`config.mk`:
```
export PLATFORM = sky130hd
export DESIGN_NAME = pfrs_back
export DESIGN_NICKNAME = d
export VERILOG_FILES = /design/src/sv/pfrs_pkg.sv /design/src/sv/pfrs_back.sv
export SDC_FILE = /design/constraint.sdc
export NUM_CORES = 2
export LEC_CHECK = 0
export BUFFER_PORTS_ARGS = -buffer_cell sky130_fd_sc_hd__buf_4
export CAP_MARGIN = 25
export CORE_AREA = 2 2 761 460
export DETAILED_ROUTE_END_ITERATION = 6
export DIE_AREA = 0 0 763 462
export SLEW_MARGIN = 15
export SYNTH_ARGS = -nofsm -noshare
export SYNTH_HDL_FRONTEND = slang
export SYNTH_SLANG_ARGS = --single-unit
```
`constraint.sdc`:
```
create_clock -name clock -period 24.6 [get_ports clock]
set_input_delay 1.23 -clock clock [delete_from_list [all_inputs] [get_ports clock]]
set_output_delay 1.23 -clock clock [all_outputs]
set_load 0.02 [all_outputs]
```
`src/sv/pfrs_pkg.sv`:
```
`timescale 1ns / 1ps
// ----------------------------------------------------------------------------
// pfrs_pkg
// Shared types and constants for the particle field running statistics block.
// ----------------------------------------------------------------------------
package pfrs_pkg;

   localparam int FIELDS           = 6;
   localparam int DEFAULT_CHANNELS = 6;
   localparam int VALUE_W          = 32;
   localparam int SUM_W            = 48;
   localparam int SQUARE_W         = 64;
   localparam int COUNT_W          = 32;
   localparam int CHANNEL_W        = 3;
   localparam int QUEUE_DEPTH      = 4;

   localparam int REQ_DATA_W = FIELDS * VALUE_W;
   localparam int REQ_USER_W = 2;
   localparam int RSP_BITS   = 2 * VALUE_W + SUM_W + SQUARE_W + COUNT_W + 1;
   localparam int RSP_DATA_W = ((RSP_BITS + 7) / 8) * 8;
   localparam int RSP_USER_W = CHANNEL_W;

   typedef enum logic [1:0] {
      OP_ADD,
      OP_START,
      OP_READ
   } pfrs_op_type;

   typedef struct packed {
      pfrs_op_type                         op;
      logic [FIELDS-1:0][VALUE_W-1:0]      value;
      logic [FIELDS-1:0][SQUARE_W-1:0]     square;
   } pfrs_item_type;

   localparam int ITEM_W = $bits(pfrs_item_type);

endpackage

```
`src/sv/pfrs_back.sv`:
```
`timescale 1ns / 1ps
// ----------------------------------------------------------------------------
// pfrs_back
// Update back end: folds records into the per-channel statistics and plays
// out one response per channel on a read.
// ----------------------------------------------------------------------------
module pfrs_back
   import pfrs_pkg::*;
#(
   parameter int CHANNELS = DEFAULT_CHANNELS
) (
   input  logic                  clock,
   input  logic                  reset,
   input  logic                  head_valid,
   output logic                  head_ready,
   input  pfrs_item_type         head_item,
   output logic                  rsp_tvalid,
   input  logic                  rsp_tready,
   output logic [RSP_DATA_W-1:0] rsp_tdata,
   output logic [RSP_USER_W-1:0] rsp_tuser,
   output logic                  rsp_tlast
);

   localparam int ACTIVE = (CHANNELS < FIELDS) ? CHANNELS : FIELDS;
   localparam int IDX_W  = (ACTIVE > 1) ? $clog2(ACTIVE) : 1;
   localparam logic signed [SUM_W-1:0] SUM_MAX = {1'b0, {(SUM_W-1){1'b1}}};
   localparam logic signed [SUM_W-1:0] SUM_MIN = {1'b1, {(SUM_W-1){1'b0}}};

   logic [VALUE_W-1:0]  min_ff [ACTIVE];
   logic [VALUE_W-1:0]  min_in [ACTIVE];
   logic [VALUE_W-1:0]  max_ff [ACTIVE];
   logic [VALUE_W-1:0]  max_in [ACTIVE];
   logic [SUM_W-1:0]    sum_ff [ACTIVE];
   logic [SUM_W-1:0]    sum_in [ACTIVE];
   logic [SQUARE_W-1:0] sq_ff  [ACTIVE];
   logic [SQUARE_W-1:0] sq_in  [ACTIVE];
   logic [ACTIVE-1:0]   sat_ff, sat_in;
   logic [COUNT_W-1:0]  count_ff, count_in;
   logic                open_ff, open_in;
   logic [IDX_W-1:0]    idx_ff, idx_in;

   logic                  out_vld_ff, out_vld_in;
   logic [RSP_DATA_W-1:0] out_data_ff, out_data_in;
   logic [RSP_USER_W-1:0] out_user_ff, out_user_in;
   logic                  out_last_ff, out_last_in;

   logic out_free;
   logic is_read;
   logic last_ch;
   logic emit;
   logic update;
   logic seed;
   logic count_sat;

   assign out_free   = !out_vld_ff || rsp_tready;
   assign is_read    = (head_item.op == OP_READ);
   assign last_ch    = (idx_ff == IDX_W'(ACTIVE - 1));
   assign emit       = head_valid && is_read && out_free;
   assign update     = head_valid && !is_read;
   assign seed       = update && ((head_item.op == OP_START) || !open_ff);
   assign head_ready = !is_read || (out_free && last_ch);
   assign count_sat  = &count_ff;

   always_comb begin
      logic signed [SUM_W:0] s;
      logic [SQUARE_W:0]     q;
      logic [VALUE_W-1:0]    v;
      s = '0;
      q = '0;
      v = '0;
      count_in = count_ff;
      open_in  = open_ff;
      sat_in   = sat_ff;
      for (int c = 0; c < ACTIVE; c++) begin
         min_in[c] = min_ff[c];
         max_in[c] = max_ff[c];
         sum_in[c] = sum_ff[c];
         sq_in[c]  = sq_ff[c];
      end
      if (seed) begin
         count_in = COUNT_W'(1);
         open_in  = 1'b1;
         sat_in   = '0;
         for (int c = 0; c < ACTIVE; c++) begin
            min_in[c] = head_item.value[c];
            max_in[c] = head_item.value[c];
            sum_in[c] = SUM_W'($signed(head_item.value[c]));
            sq_in[c]  = head_item.square[c];
         end
      end else if (update) begin
         count_in = count_ff + COUNT_W'(!count_sat);
         for (int c = 0; c < ACTIVE; c++) begin
            v = head_item.value[c];
            if ($signed(v) < $signed(min_ff[c])) begin
               min_in[c] = v;
            end
            if ($signed(v) > $signed(max_ff[c])) begin
               max_in[c] = v;
            end
            s = $signed({sum_ff[c][SUM_W-1], sum_ff[c]}) + (SUM_W+1)'($signed(v));
            if (s[SUM_W] != s[SUM_W-1]) begin
               sum_in[c] = s[SUM_W] ? SUM_MIN : SUM_MAX;
               sat_in[c] = 1'b1;
            end else begin
               sum_in[c] = s[SUM_W-1:0];
            end
            q = {1'b0, sq_ff[c]} + {1'b0, head_item.square[c]};
            if (q[SQUARE_W]) begin
               sq_in[c]  = '1;
               sat_in[c] = 1'b1;
            end else begin
               sq_in[c] = q[SQUARE_W-1:0];
            end
            if (count_sat) begin
               sat_in[c] = 1'b1;
            end
         end
      end
   end

   always_comb begin
      idx_in      = idx_ff;
      out_vld_in  = out_vld_ff;
      out_data_in = out_data_ff;
      out_user_in = out_user_ff;
      out_last_in = out_last_ff;
      if (rsp_tready) begin
         out_vld_in = 1'b0;
      end
      if (emit) begin
         idx_in      = last_ch ? '0 : idx_ff + 1'b1;
         out_vld_in  = 1'b1;
         out_user_in = RSP_USER_W'(idx_ff);
         out_last_in = last_ch;
         out_data_in = '0;
         if (open_ff) begin
            out_data_in = RSP_DATA_W'({sat_ff[idx_ff], count_ff, sq_ff[idx_ff],
                                      sum_ff[idx_ff], max_ff[idx_ff], min_ff[idx_ff]});
         end
      end
   end

   always_ff @(posedge clock) begin
      if (reset) begin
         count_ff   <= '0;
         open_ff    <= 1'b0;
         sat_ff     <= '0;
         idx_ff     <= '0;
         out_vld_ff <= 1'b0;
      end else begin
         count_ff   <= count_in;
         open_ff    <= open_in;
         sat_ff     <= sat_in;
         idx_ff     <= idx_in;
         out_vld_ff <= out_vld_in;
      end
   end

   always_ff @(posedge clock) begin
      for (int c = 0; c < ACTIVE; c++) begin
         min_ff[c] <= min_in[c];
         max_ff[c] <= max_in[c];
         sum_ff[c] <= sum_in[c];
         sq_ff[c]  <= sq_in[c];
      end
      out_data_ff <= out_data_in;
      out_user_ff <= out_user_in;
      out_last_ff <= out_last_in;
   end

   assign rsp_tvalid = out_vld_ff;
   assign rsp_tdata  = out_data_ff;
   assign rsp_tuser  = out_user_ff;
   assign rsp_tlast  = out_last_ff;

`ifndef NO_ASSERTIONS
   a_idx_bound: assert property (@(posedge clock) disable iff (reset)
      idx_ff <= IDX_W'(ACTIVE - 1))
      else $error("readout index beyond last channel");

   a_last_channel: assert property (@(posedge clock) disable iff (reset)
      out_vld_ff |-> (out_last_ff == (out_user_ff == RSP_USER_W'(ACTIVE - 1))))
      else $error("last flag not on final channel");

   a_open_count: assert property (@(posedge clock) disable iff (reset)
      open_ff == (count_ff != '0))
      else $error("record count disagrees with open batch");

   a_read_freeze: assert property (@(posedge clock) disable iff (reset)
      (head_valid && is_read) |=> (count_ff == $past(count_ff)))
      else $error("statistics changed during readout");
`endif

endmodule

```
==> impl_metrics.json <==
{
  "grtUsageMet2": 0.335,
  "cts_root_buf": "clkbuf_16",
  "layout_setup_ws_ns": 17.77,
  "dr.first_iter.drc_count": 12658,
  "min-delay-path-class": "reg2reg",
  "yosysWarnings": 0,
  "max_stage_delay_ns": 0.88,
  "viasPerCell": 5.76,
  "die_w_um": 763,
  "worst_pin_slew_ns": 1.11,
  "finalWeightedCongestion": 0.998,
  "cp_max_fo": 26,
  "synth_compound_area_frac": 0.230,
  "fin_skew_ns": 0.0629,
  "first_pass_iters": 7,
  "min_from": "sat_ff[4]",
  "critical_path_class": "in2reg",
  "rows": 168,
  "numCtsBuffers": 162,
  "grt_util_all_layers": 0.243,
  "final_hold_viol_count": 0,
  "hold_depth": 2,
  "critPathLaunchType": "primary input",
  "setup_violations": 0,
  "worst-path-stages": 18,
  "cts_sinks": 1312,
  "synth_top_family_by_area": "compound AO/OA/AOI/OAI gates",
  "crit_path_cell_trace": "buf_4, ha_1, nand4_1, or2_0, o31ai_1, o2111a_1, o2111ai_1, a211oi_1, o21bai_1, a211oi_1, o211a_1, nor2_1, ha_1, buf_4, clkinv_1, buf_4, o21ai_1, o21ai_0",
  "clk_latency_ns": 0.90,
  "clk_path_buf_depth": 4,
  "synth_area_sq_mm": 0.103,
  "start_util": 0.298,
  "worst_r2r_path_depth": 17,
  "cap_violations": 0,
  "period_needed_ns": 6.83,
  "drive_above_1_share": 0.130,
  "crit_top_cell": "buf_4",
  "rrSetupSlack_ns": 17.84,
  "grt_pass1_wl_um": 619000,
  "synthArstFlopShare": 0,
  "violations": "design-rule violations",
  "fin_crit_sh": 0.278,
  "hpwlAfterDp_um": 356000,
  "fmax_ghz": 0.146,
  "cts_resized": 0,
  "syn_area_per_cell_sq_um": 9.87,
  "ys_seq_area_frac": 0.377,
  "port_buffers": 796,
  "post_cts_buffers": 0,
  "synth.distinct_cells": 107,
  "grt_pass1_vias": 81195,
  "use_met1": 0.360,
  "ioPinCount": 804,
  "nets": 12657,
  "synth_mux_area_frac": 0.0508,
  "reg2reg_from": "sum_ff[2][9]",
  "outcome": "finished, violations left",
  "clk_transition_reported_paths_ns": 0.07,
  "use_met3": 0.0771,
  "slew_headroom": 0.254,
  "drcViolationCount": 1,
  "crit_start": "head_item[458]",
  "cts_hold_buf": 0,
  "cp.required_ns": 25.23,
  "fin_util": 0.344,
  "grt_overflow": 0,
  "syn-instance-count": 10467,
  "ys.flop_type": "edfxtp_1",
  "antenna_found_initial": 168,
  "dp_worst_setup_slack_ns": 17.16,
  "cp.arrival_ns": 7.47,
  "endpoint_kind": "flip-flop",
  "ys_seq_elements": 1312,
  "n_fill_cell": 35223,
  "cts_tree": "done",
  "die_h_um": 462,
  "area_growth_pct": 15.6,
  "crit_slowest_cell": "o31ai_1",
  "peakVddDrop_mv": 0.0844,
  "grt-busiest-layer": "met1",
  "seqCellArea_sq_mm": 0.0390,
  "wl_per_cell_um": 28.3,
  "power_density_mw_per_mm2": 95.5,
  "setup_tns_ns": 0,
  "grt_start_max_net_pins": 132,
  "drt_wl_total_um": 446000,
  "rsz0062_at_grt": "false",
  "vias": 90642,
  "synthXorXnorAreaFrac": 0.0546,
  "ant_nets": 0,
  "multi_input_area_sq_mm": 0.0603,
  "synth_edf_count": 1269,
  "crit_family": "compound AO/OA/AOI/OAI gates",
  "synthSimpleGateAreaFrac": 0.115,
  "synth_fa_ha_area_frac": 0.131,
  "p_leak_nw": 49.1,
  "h-tree-depth": 4,
  "core_sq_mm": 0.347,
  "path_buf_inv": 4,
  "finalMaxSlewViolations": 0,
  "dieArea_sq_mm": 0.353
}
-- cells in the mapped netlist, types with 22 or more instances --
library cell,number,area [sq um]
o22ai_1,25,156
edfxtp_1,1269,38100
nand3_1,159,796
mux2i_1,122,1220
o22a_1,104,911
a21oi_1,847,4240
mux4_2,177,3990
or2_2,30,188
or3_1,48,300
and3_1,68,425
a21o_1,539,4050
ha_1,1062,13300
clkbuf_1,449,1690
dfxtp_1,43,861
nor4_1,30,188
o21ai_1,45,225
nand2_1,689,2590
a21boi_0,24,180
o21bai_1,129,968
xnor2_1,358,3140
o211a_1,183,1830
xor2_1,283,2480
nor2b_1,124,776
inv_1,561,2110
nand4_1,197,1230
o21ai_0,470,2350
o211ai_1,212,1590
buf_2,41,205
a31oi_1,368,2300
nor2_1,773,2900
and2_1,73,457
o31a_1,22,193
o21a_1,196,1470
nand2b_1,131,820
buf_1,29,109
a221oi_1,23,201
a211oi_1,59,443
nor3_1,102,510
o31ai_1,53,398
-- logic make-up (layout without fill, tap and decap cells) --
| logic type | after synthesis | count (layout) |
|---|---|---|
| AO/OA/AOI/OAI | 3526 | 3526 |
| AND/OR/NAND/NOR | 2512 | 2512 |
| flip-flops | 1312 | 1312 |
| buffers and inverters | 1098 | 1739 |
| adder cells (fa/ha/maj) | 1074 | 1074 |
| XOR/XNOR | 642 | 642 |
| multiplexers | 302 | 302 |
| other | 1 | 51 |
-- worst register-to-register path, stage by stage (launching register included) --
cell and delay [ns]:
edfxtp_1 0.43, ha_1 0.42, nand4_1 0.21, or2_0 0.25
o31ai_1 0.88, o2111a_1 0.38, o2111ai_1 0.28, a211oi_1 0.80
o21bai_1 0.17, a211oi_1 0.32, o211a_1 0.24, nor2_1 0.17
ha_1 0.33, buf_4 0.37, clkinv_1 0.45, buf_4 0.34
o21ai_1 0.31, o21ai_0 0.18
-- per-layer routing --
metal  wire length (um)  part of all wire
met1             197000              0.44
met2             177000              0.40
met3              60100              0.13
met4              11800             0.026
met5                319           0.00071
-- layout by cell type, fill, tap and decap left out, drive strengths merged, types with 35 or more instances in the layout --
master and instances:
ha 1062, and2 75, a21oi 849, o31ai 56, clkinv 50, xor2 283
diode 44, nand3 166, inv 573, nor2b 124, nor3 102, o22a 104
o211ai 213, nand2b 131, mux4 177, nor2 773, xnor2 359, buf 900
a211oi 60, o21a 196, or2 35, a21o 539, o21ai 518, and3 68
nand2 692, o21bai 129, edfxtp 1269, clkbuf 190, o211a 183, dfxtp 43
a31oi 369, or3 48, nand4 197, mux2i 122
-- final timing paths --
path / to
max: sum_ff[2][42]
min: sat_ff[4]
max reg2reg: sum_ff[2][42]
min reg2reg: sat_ff[4]
-- metrics by stage --
step                cells  total power, W  area (sq um)  hold WS (ns)
floorplan           10473         0.00702        103000         0.406
global placement    15422         0.00869        114000         0.454
detailed placement  15423         0.00870        114000         0.459
CTS                 15700          0.0113        119000         0.472
global route        15730          0.0120        119000         0.486
finish              15748          0.0114        119000         0.474
-- where the power goes --
part	internal, W	switching [W]
Combinational	0.00209	0.00328
Clock	0.00143	0.00110
Sequential	0.00306	0.000434
Total	0.00659	0.00482
-- layout make-up --
class	instances	area share
multi-input combinational	8063	0.505
sequential	1312	0.327
timing repair buffer	900	0.0578
tap	4590	0.0481
clock buffer	190	0.0354
inverter	562	0.0177
clock inverter	87	0.00850
antenna	44	0.000922
-- sequential cells by signal, summed over array words and instances (netlist names) --
signal and count:
sq_ff 384, rsp_tdata 209, idx_ff 3, sum_ff 288, rsp_tvalid 1, count_ff 32
sat_ff 6, rsp_tuser 3, max_ff 192, min_ff 192, rsp_tlast 1, open_ff 1
Power figures use the tool's default switching activity.
