`src/sv/pfrs_pkg.sv`:
```
`timescale 1ns / 1ps
// ----------------------------------------------------------------------------
// pfrs_pkg
// Shared types and constants for the particle field running statistics block.
// ----------------------------------------------------------------------------
package pfrs_pkg;

   localparam int FIELDS           = 6;
   localparam int DEFAULT_CHANNELS = 6;
   localparam int VALUE_W          = 32;
   localparam int SUM_W            = 48;
   localparam int SQUARE_W         = 64;
   localparam int COUNT_W          = 32;
   localparam int CHANNEL_W        = 3;
   localparam int QUEUE_DEPTH      = 4;

   localparam int REQ_DATA_W = FIELDS * VALUE_W;
   localparam int REQ_USER_W = 2;
   localparam int RSP_BITS   = 2 * VALUE_W + SUM_W + SQUARE_W + COUNT_W + 1;
   localparam int RSP_DATA_W = ((RSP_BITS + 7) / 8) * 8;
   localparam int RSP_USER_W = CHANNEL_W;

   typedef enum logic [1:0] {
      OP_ADD,
      OP_START,
      OP_READ
   } pfrs_op_type;

   typedef struct packed {
      pfrs_op_type                         op;
      logic [FIELDS-1:0][VALUE_W-1:0]      value;
      logic [FIELDS-1:0][SQUARE_W-1:0]     square;
   } pfrs_item_type;

   localparam int ITEM_W = $bits(pfrs_item_type);

endpackage

```
`src/sv/pfrs_queue.sv`:
```
`timescale 1ns / 1ps
// ----------------------------------------------------------------------------
// pfrs_queue
// Short register queue between the request front end and the update back end.
// ----------------------------------------------------------------------------
module pfrs_queue
   import pfrs_pkg::*;
#(
   parameter int WIDTH = ITEM_W,
   parameter int DEPTH = QUEUE_DEPTH
) (
   input  logic             clock,
   input  logic             reset,
   input  logic             push_valid,
   output logic             push_ready,
   input  logic [WIDTH-1:0] push_data,
   output logic             pop_valid,
   input  logic             pop_ready,
   output logic [WIDTH-1:0] pop_data
);

   localparam int PTR_W = (DEPTH > 1) ? $clog2(DEPTH) : 1;
   localparam int CNT_W = $clog2(DEPTH + 1);

   logic [WIDTH-1:0] mem_ff [DEPTH];
   logic [PTR_W-1:0] wr_ptr_ff, wr_ptr_in;
   logic [PTR_W-1:0] rd_ptr_ff, rd_ptr_in;
   logic [CNT_W-1:0] count_ff, count_in;
   logic             push;
   logic             pop;

   assign push_ready = (count_ff != CNT_W'(DEPTH));
   assign pop_valid  = (count_ff != '0);
   assign pop_data   = mem_ff[rd_ptr_ff];
   assign push       = push_valid && push_ready;
   assign pop        = pop_valid && pop_ready;

   always_comb begin
      wr_ptr_in = wr_ptr_ff;
      rd_ptr_in = rd_ptr_ff;
      count_in  = count_ff;
      if (push) begin
         wr_ptr_in = (wr_ptr_ff == PTR_W'(DEPTH - 1)) ? '0 : wr_ptr_ff + 1'b1;
      end
      if (pop) begin
         rd_ptr_in = (rd_ptr_ff == PTR_W'(DEPTH - 1)) ? '0 : rd_ptr_ff + 1'b1;
      end
      if (push && !pop) begin
         count_in = count_ff + 1'b1;
      end else if (pop && !push) begin
         count_in = count_ff - 1'b1;
      end
   end

   always_ff @(posedge clock) begin
      if (reset) begin
         wr_ptr_ff <= '0;
         rd_ptr_ff <= '0;
         count_ff  <= '0;
      end else begin
         wr_ptr_ff <= wr_ptr_in;
         rd_ptr_ff <= rd_ptr_in;
         count_ff  <= count_in;
      end
   end

   always_ff @(posedge clock) begin
      if (push) begin
         mem_ff[wr_ptr_ff] <= push_data;
      end
   end

`ifndef NO_ASSERTIONS
   a_count_bound: assert property (@(posedge clock) disable iff (reset)
      count_ff <= CNT_W'(DEPTH))
      else $error("queue occupancy beyond depth");

   a_ptr_gap: assert property (@(posedge clock) disable iff (reset)
      (count_ff == '0 || count_ff == CNT_W'(DEPTH)) |-> (wr_ptr_ff == rd_ptr_ff))
      else $error("queue pointers disagree with occupancy");

   a_pop_tracks: assert property (@(posedge clock) disable iff (reset)
      (pop && !push) |=> (count_ff == $past(count_ff) - 1'b1))
      else $error("queue occupancy did not drop on pop");
`endif

endmodule

```
`config.mk`:
```
export PLATFORM = sky130hd
export DESIGN_NAME = pfrs_queue
export DESIGN_NICKNAME = d
export VERILOG_FILES = /design/src/sv/pfrs_pkg.sv /design/src/sv/pfrs_queue.sv
export SDC_FILE = /design/constraint.sdc
export NUM_CORES = 1
export LEC_CHECK = 0
export BUFFER_PORTS_ARGS = -buffer_cell sky130_fd_sc_hd__buf_2
export CORE_AREA = 2 2 456 458
export DETAILED_ROUTE_END_ITERATION = 6
export DIE_AREA = 0 0 458 460
export PLACE_DENSITY = 0.58
export SETUP_SLACK_MARGIN = 0.1
export SLEW_MARGIN = 25
export SYNTH_ARGS = -nofsm -noshare
export SYNTH_HDL_FRONTEND = slang
export SYNTH_SLANG_ARGS = --single-unit
```
`constraint.sdc`:
```
create_clock -name clock -period 46.9 [get_ports clock]
set_input_delay 7.035 -clock clock [delete_from_list [all_inputs] [get_ports clock]]
set_output_delay 7.035 -clock clock [all_outputs]
set_load 0.05 [all_outputs]
```
==> results of run 1 <==
[routing by layer]
layer	vias up	GRT usage, %
li1	16100	-
met1	20200	23.3
met2	1538	29.7
met3	503	7.71
met4	112	7.18
met5	-	0.230
[state kept, by name, indices dropped and copies added (netlist names), named ones only]
name and flops:
count_ff 3, wr_ptr_ff 2, rd_ptr_ff 2, mem_ff 2312
[cells by family (layout without fill, tap and decap cells)]
group | count (synthesis) | after routing | share of synthesized area, %
flops | 2321 | 2321 | 83.0
mux | 581 | 581 | 15.6
buf+inv | 133 | 1629 | 1.15
simple gates | 17 | 17 | 0.118
fa+ha+maj | 7 | 7 | 0.113
compound gates | 5 | 5 | 0.0358
xor+xnor | 2 | 2 | 0.0209
other cells | 0 | 57 | 0
[metrics by stage]
stage | cells | utilization, % | power (mW) | area [µm²] | setup WS (ns)
floorplan | 3066 | - | 3.98 | 83900 | 25.71
global placement | 6848 | 45.0 | 4.30 | 92700 | 32.91
detailed placement | 6848 | 45.0 | 4.30 | 92700 | 32.89
CTS | 7265 | 48.5 | 6.07 | 99900 | 31.91
global route | 7288 | 48.5 | 6.20 | 100000 | 31.47
finish | 7323 | 48.6 | 5.99 | 100000 | 32.46
[path summary, 6_finish.rpt]
kind	from	to	slack, ns	cells past startpoint
min reg2reg	rd_ptr_ff[0]	flip-flop	0.48	2
max	flip-flop	pop_data[474]	32.46	8
max reg2reg	count_ff[0]	mem_ff[1][481]	42.18	6
min	rd_ptr_ff[0]	flip-flop	0.48	2
[critical path, cell delays in order (launching register included)]
cell	delay, ns
dfxtp_4	0.79
buf_4	0.80
buf_4	0.78
buf_4	0.71
buf_4	0.75
buf_4	0.76
buf_4	0.74
mux4_2	0.61
buf_2	0.25
[cell usage after synthesis]
library cell,instances
edfxtp_1,2312
mux4_2,578
buf_2,60
buf_6,47
buf_4,11
clkbuf_1,10
dfxtp_1,9
ha_1,6
and3_1,4
inv_1,3
mux2i_1,3
nor2_1,3
or3_1,3
a21oi_1,2
buf_1,2
nand2b_1,2
o31ai_1,2
xor2_1,2
and2_4,1
fa_1,1
nand2_1,1
nand3_1,1
nor3_1,1
o21ai_0,1
or3b_1,1
[area by class of cell]
type                       instances  share of cell area, %
antenna                           57                  0.143
sequential                      2321                   69.6
multi-input combinational        612                   13.3
inverter                           3                 0.0113
timing repair buffer            1209                   6.36
clock buffer                     304                   6.06
tap                             2704                   3.38
clock inverter                   113                   1.17
[power breakdown]
group,total [mW],switching (mW),internal (mW)
combinational,1.67,1.22,0.447
clock,1.76,0.761,0.998
sequential,2.56,0.0463,2.51
==> summary.md, run 1 <==
| Metric | Value |
|---|---|
| Chip width | `458 µm` |
| Crit path kind | `reg2out` |
| Core area | `0.206 mm²` |
| Synth top area share | `between 80% and 90%` |
| Via/cell ratio | `roughly 5.3` |
| Final Net Count | `4,966` |
| Vias | `between 30,000 and 40,000` |
| Mapped cell area | `0.0839 mm²` |
| Max Cap Violations | `0` |
| Worst slew pin tran | `around 1.1 ns` |
| Clk buf depth | `3` |
| Worst VDD drop | `0.0446 mV` |
| Run status | `completed` |
| Post-synth top area cell | `edfxtp_1` |
| Hold WC Path Type | `reg2reg` |
| Syn_nets | `3,655` |
| Final Max Tran Viols | `0` |
| Warnings from Yosys | `0` |
| Drt drc | `0` |
| Highest-count cells in the layout ignoring fill and taps | `edfxtp_1, buf_2, mux4_2` |
| Hold-fix buffers at CTS | `0` |
| Area contributors post-synth | `edfxtp_1, mux4_2, buf_6` |
| Final worst path period share | `30.8%` |
| Final Setup Violations | `0` |
| Syn-to-layout area delta | `19.3%` |
| CTS clk-pin slew, worst paths | `around 0.05 ns` |
| Worst setup EP type | `primary output` |
| Root Buffer | `clkbuf_16` |
| GPL Wtd Cong | `between 0.7 and 0.8` |
| Vias in the first global route | `a little under 40,000` |
| Cell variety after synth | `25` |
| Fillers | `16,700` |
| Pwr dens | `59.8 mW/mm²` |
| Antenna Nets Post-Route | `0` |
| Worst-Skew Late Latency | `0.87 ns` |
| Crit path max fanout | `43` |
| Port Buffer Count | `approximately 1,200` |
| CTS H-Tree Depth | `4` |
| WL/cell | `27.7 µm` |
| Num CTS Buffers | `230` |
| Antenna violations before repair | `about 150` |
| Critical path arrival | `roughly 7.4 ns` |
| Final WL | `approximately 200,000 µm` |
| Post-synthesis sequential area ratio | `83.0%` |
| Total grt overflow | `0` |
| First-pass GRT wire length | `between 200,000 and 300,000 µm` |
| Post-layout minimum cycle time | `around 14 ns` |
| Clk_skew | `0.0532 ns` |
| DIE AREA | `0.211 mm²` |
| WL met2 | `~98,000 µm` |
| Synth Instances | `~3,100` |
| First-pass DRT Iterations | `5` |
| Initial Utilization | `about two fifths` |
| Overall Global Routing Usage | `18.8%` |
| Post-CTS Setup Bufs | `0` |
| Fraction of layout cells with a size suffix above 1 | `45.8%` |
| Met1 WL | `between 70,000 and 80,000 µm` |
| TritonCTS clock tree | `yes` |
| Top layer in use | `met5` |
| Final Hold Vio Count | `0` |
| HPWL Detailed | `132,000 µm` |
| Die H | `approximately 460 µm` |
| Max-slew headroom | `between 20% and 30%` |
| Setup crit start kind | `flip-flop` |
| Storage cell area | `between 0.06 and 0.07 mm²` |
| Achievable Freq | `roughly 70 MHz` |
| Worst hold slack | `0.483 ns` |
| Met3 WL | `21,000 µm` |
| Ports | `about 1,200` |
| Largest net degree at the start of global routing | `150` |
| Post-CTS sizing | `0` |
| Setup TNS | `0 ns` |
| CTS sink count | `2,321` |
| Lkg Pwr | `between 30 and 40 nW` |
| Syn Area/Cell | `27.4 µm²` |
| Required @ worst endpoint | `39.87 ns` |
| Area of the multi-input gates | `0.0133 mm²` |
| First DRT Iteration DRCs | `3,321` |
| Post-synthesis sequential element count | `2,321` |
| Placement row count | `between 150 and 200` |
| RSZ-0062 raised after global routing | `false` |
| Most common cell after layout, fill and taps aside | `edfxtp_1` |
Power figures use the tool's default switching activity.
==> run 2, diff against run 1 <==
- CORE_AREA: 2 2 456 458 -> 2 2 447 449
- DIE_AREA: 0 0 458 460 -> 0 0 449 451
- PLACE_DENSITY: 0.58 -> 0.62
- clock period: 46.9 -> 12.7 ns (I/O delays scaled with it)
==> run 2 against run 1 <==
- routed wire length is 1.4% lower
- sequential power grew to 3.7 times the previous value
- global-route usage is 0.55 points higher
- count of clock-buffer cells in the layout down 13
- flip-flop and latch count unchanged
- first-iteration DRC count shrank 3.9%
- hold slack improved by 0.018 ns
- final area hardly changed
- critical path depth is 3 lower
- clock skew decreased by 0.00061 ns
- sequential share of layout area about the same
- critical path type unchanged
- largest cell class unchanged
==> summary.md, run 2 (synthesized netlist as in run 1, its figures left out) <==
| Metric | Value |
|---|---|
| Largest regs | `mem_ff (2312), count_ff (3)` |
| CTS clk-pin slew, worst paths | `0.06 ns (about the same)` |
| Most common cell after layout, fill and taps aside | `edfxtp_1` |
| Post-layout minimum cycle time | `6.43 ns` |
| CTS sink count | `2,321 (unchanged)` |
| Final Max Tran Viols | `0 (unchanged)` |
| Worst slew pin tran | `1.05 ns (-0.0656 ns)` |
| Worst setup EP type | `primary output` |
| Worst-Skew Late Latency | `0.87 ns (about the same)` |
| Initial Utilization | `42.3% (+1.6 points)` |
| Highest-count cells in the layout ignoring fill and taps | `edfxtp_1, buf_2, mux4_2` |
| Final Setup Violations | `0 (unchanged)` |
| Port Buffer Count | `1,161 (unchanged)` |
| Overall Power | `22.1 mW (+270%)` |
| TritonCTS clock tree | `yes` |
| Post-CTS sizing | `0 (unchanged)` |
| Run status | `completed` |
| Cell Area, Placed | `0.0926 mm² (about the same)` |
| Crit path kind | `reg2out` |
| Final Core Density | `50.5% (+1.9 points)` |
| Total grt overflow | `0 (unchanged)` |
| HPWL Detailed | `128,000 µm (-2.6%)` |
| Reg with most FFs | `mem_ff` |
| Root Buffer | `clkbuf_16` |
| Antenna violations before repair | `138 (-6.1%)` |
| Lkg Pwr | `32.8 nW (about the same)` |
| Crit-path most repeated cell | `buf_4` |
| First-pass GRT wire length | `284,000 µm (-0.87%)` |
| Max-slew headroom | `30.1% (+4.4 points)` |
| Number of flip-flops in the largest register | `2,312 (unchanged)` |
| Ports | `1,162 (unchanged)` |
| Clk_skew | `0.0525 ns (-0.000611 ns)` |
| GPL Wtd Cong | `0.827 (+5.0%)` |
| Vias | `38,700 (+0.38%)` |
| Worst VDD drop | `0.192 mV (+330%)` |
| Vias in the first global route | `39,200 (-0.10%)` |
| Pwr dens | `221 mW/mm² (+270%)` |
| Post-CTS Setup Bufs | `0 (unchanged)` |
| Hold WC Path Type | `reg2reg` |
| Max Cap Violations | `0 (unchanged)` |
| Overall Global Routing Usage | `19.4% (+0.55 points)` |
| Antenna Nets Post-Route | `0 (unchanged)` |
| Die H | `451 µm (-2.0%)` |
| Final worst path period share | `about half` |
| Achievable Freq | `roughly 160 MHz` |
| Largest net degree at the start of global routing | `141 (-6.0%)` |
| CTS H-Tree Depth | `4 (unchanged)` |
| Critical path arrival | `4.52 ns (-2.89 ns)` |
| Setup TNS | `0 ns (unchanged)` |
| Setup crit start kind | `flip-flop` |
| Drt drc | `0 (unchanged)` |
| Final Hold Vio Count | `0 (unchanged)` |
| Fillers | `15,700 (-5.9%)` |
| Finished Cell Area | `0.100 mm² (about the same)` |
| Crit path largest cell delay | `0.77 ns (-0.03 ns)` |
| Chip width | `449 µm (-2.0%)` |
| Required @ worst endpoint | `10.80 ns (-29.07 ns)` |
| Worst-path cell chain | `buf_12, buf_4, buf_4, mux4_2, buf_2` |
| Via/cell ratio | `5.31 (+0.80%)` |
| Fraction of layout cells with a size suffix above 1 | `45.9% (+0.10 points)` |
| WP buf/inv | `4 (-3)` |
| Final Net Count | `4,957 (-0.18%)` |
| WL/cell | `27.5 µm (-0.95%)` |
| DIE AREA | `0.202 mm² (-3.9%)` |
| Hold-fix buffers at CTS | `0 (unchanged)` |
| Crit path max fanout | `86 (+100%)` |
| Slowest cell on crit path | `dfxtp_4` |
| CP top delay family | `buffers and inverters` |
| Num CTS Buffers | `231 (+0.43%)` |
| RSZ-0062 raised after global routing | `false` |
| Placement row count | `164 (-1.8%)` |
| Syn-to-layout area delta | `19.3% (about the same)` |
| Final WL | `200,000 µm (-1.4%)` |
| Core area | `0.198 mm² (-3.8%)` |
| First DRT Iteration DRCs | `3,190 (-3.9%)` |
| Clk buf depth | `3 (unchanged)` |
| First-pass DRT Iterations | `5 (unchanged)` |
==> run 2: cell count changes in the layout (fill, tap and decap cells not counted), sizes merged <==
cell | before | now
diode | 57 | 70
clkinv | 82 | 111
bufinv | 16 | 14
buf | 1209 | 1199
clkbuf | 304 | 291
clkinvlp | 5 | 6
==> run 2: layout make-up <==
type / count / area (µm²) / share of cell area (%)
clock buffers: 291 / 6030 / 6.02
flip-flops and latches: 2321 / 69600 / 69.6
well taps: 2656 / 3320 / 3.32
inverters: 3 / 11.3 / 0.0113
diodes: 70 / 175 / 0.175
repair buffers: 1199 / 6390 / 6.39
clock inverters: 141 / 1230 / 1.23
multi-input cells: 612 / 13300 / 13.3
==> run 2: worst register-to-register path, delay by kind of cell, from the launching register on <==
kind	cells	cell delay, ns
and+or+nand+nor	2	1.21
buffers and inverters	2	1.64
DFF	1	0.43
==> run 2: final timing paths <==
kind	to	depth (start not counted)	slack (ns)	start
max	pop_data[517]	5	6.27	flip-flop
min	flip-flop	2	0.50	rd_ptr_ff[0]
max reg2reg	mem_ff[0][502]	4	9.03	count_ff[0]
min reg2reg	flip-flop	2	0.50	rd_ptr_ff[0]
==> run 2: per-stage QoR <==
step,hold slack [ns],setup WS [ns],instances
after floorplan,0.463,-3.31,3066
after global placement,0.490,6.93,6790
after detailed placement,0.498,6.95,6790
after CTS,0.497,5.98,7222
after global routing,0.527,5.81,7256
final,0.501,6.27,7293
==> run 2: layer usage <==
metal	wire length [µm]	part of all wire [%]	up-vias	GRT usage, %
li1	-	-	16200	-
met1	74200	37	20500	23.4
met2	102000	51	1381	32.3
met3	15000	7.5	521	6.10
met4	8520	4.3	82	8.16
met5	543	0.27	-	0
==> run 2: power breakdown <==
part	internal, mW	leakage [nW]	switching [mW]
clock	3.65	3.54	2.85
combinational	1.66	8.01	4.49
sequential	9.28	21.3	0.167
total	14.6	32.8	7.51
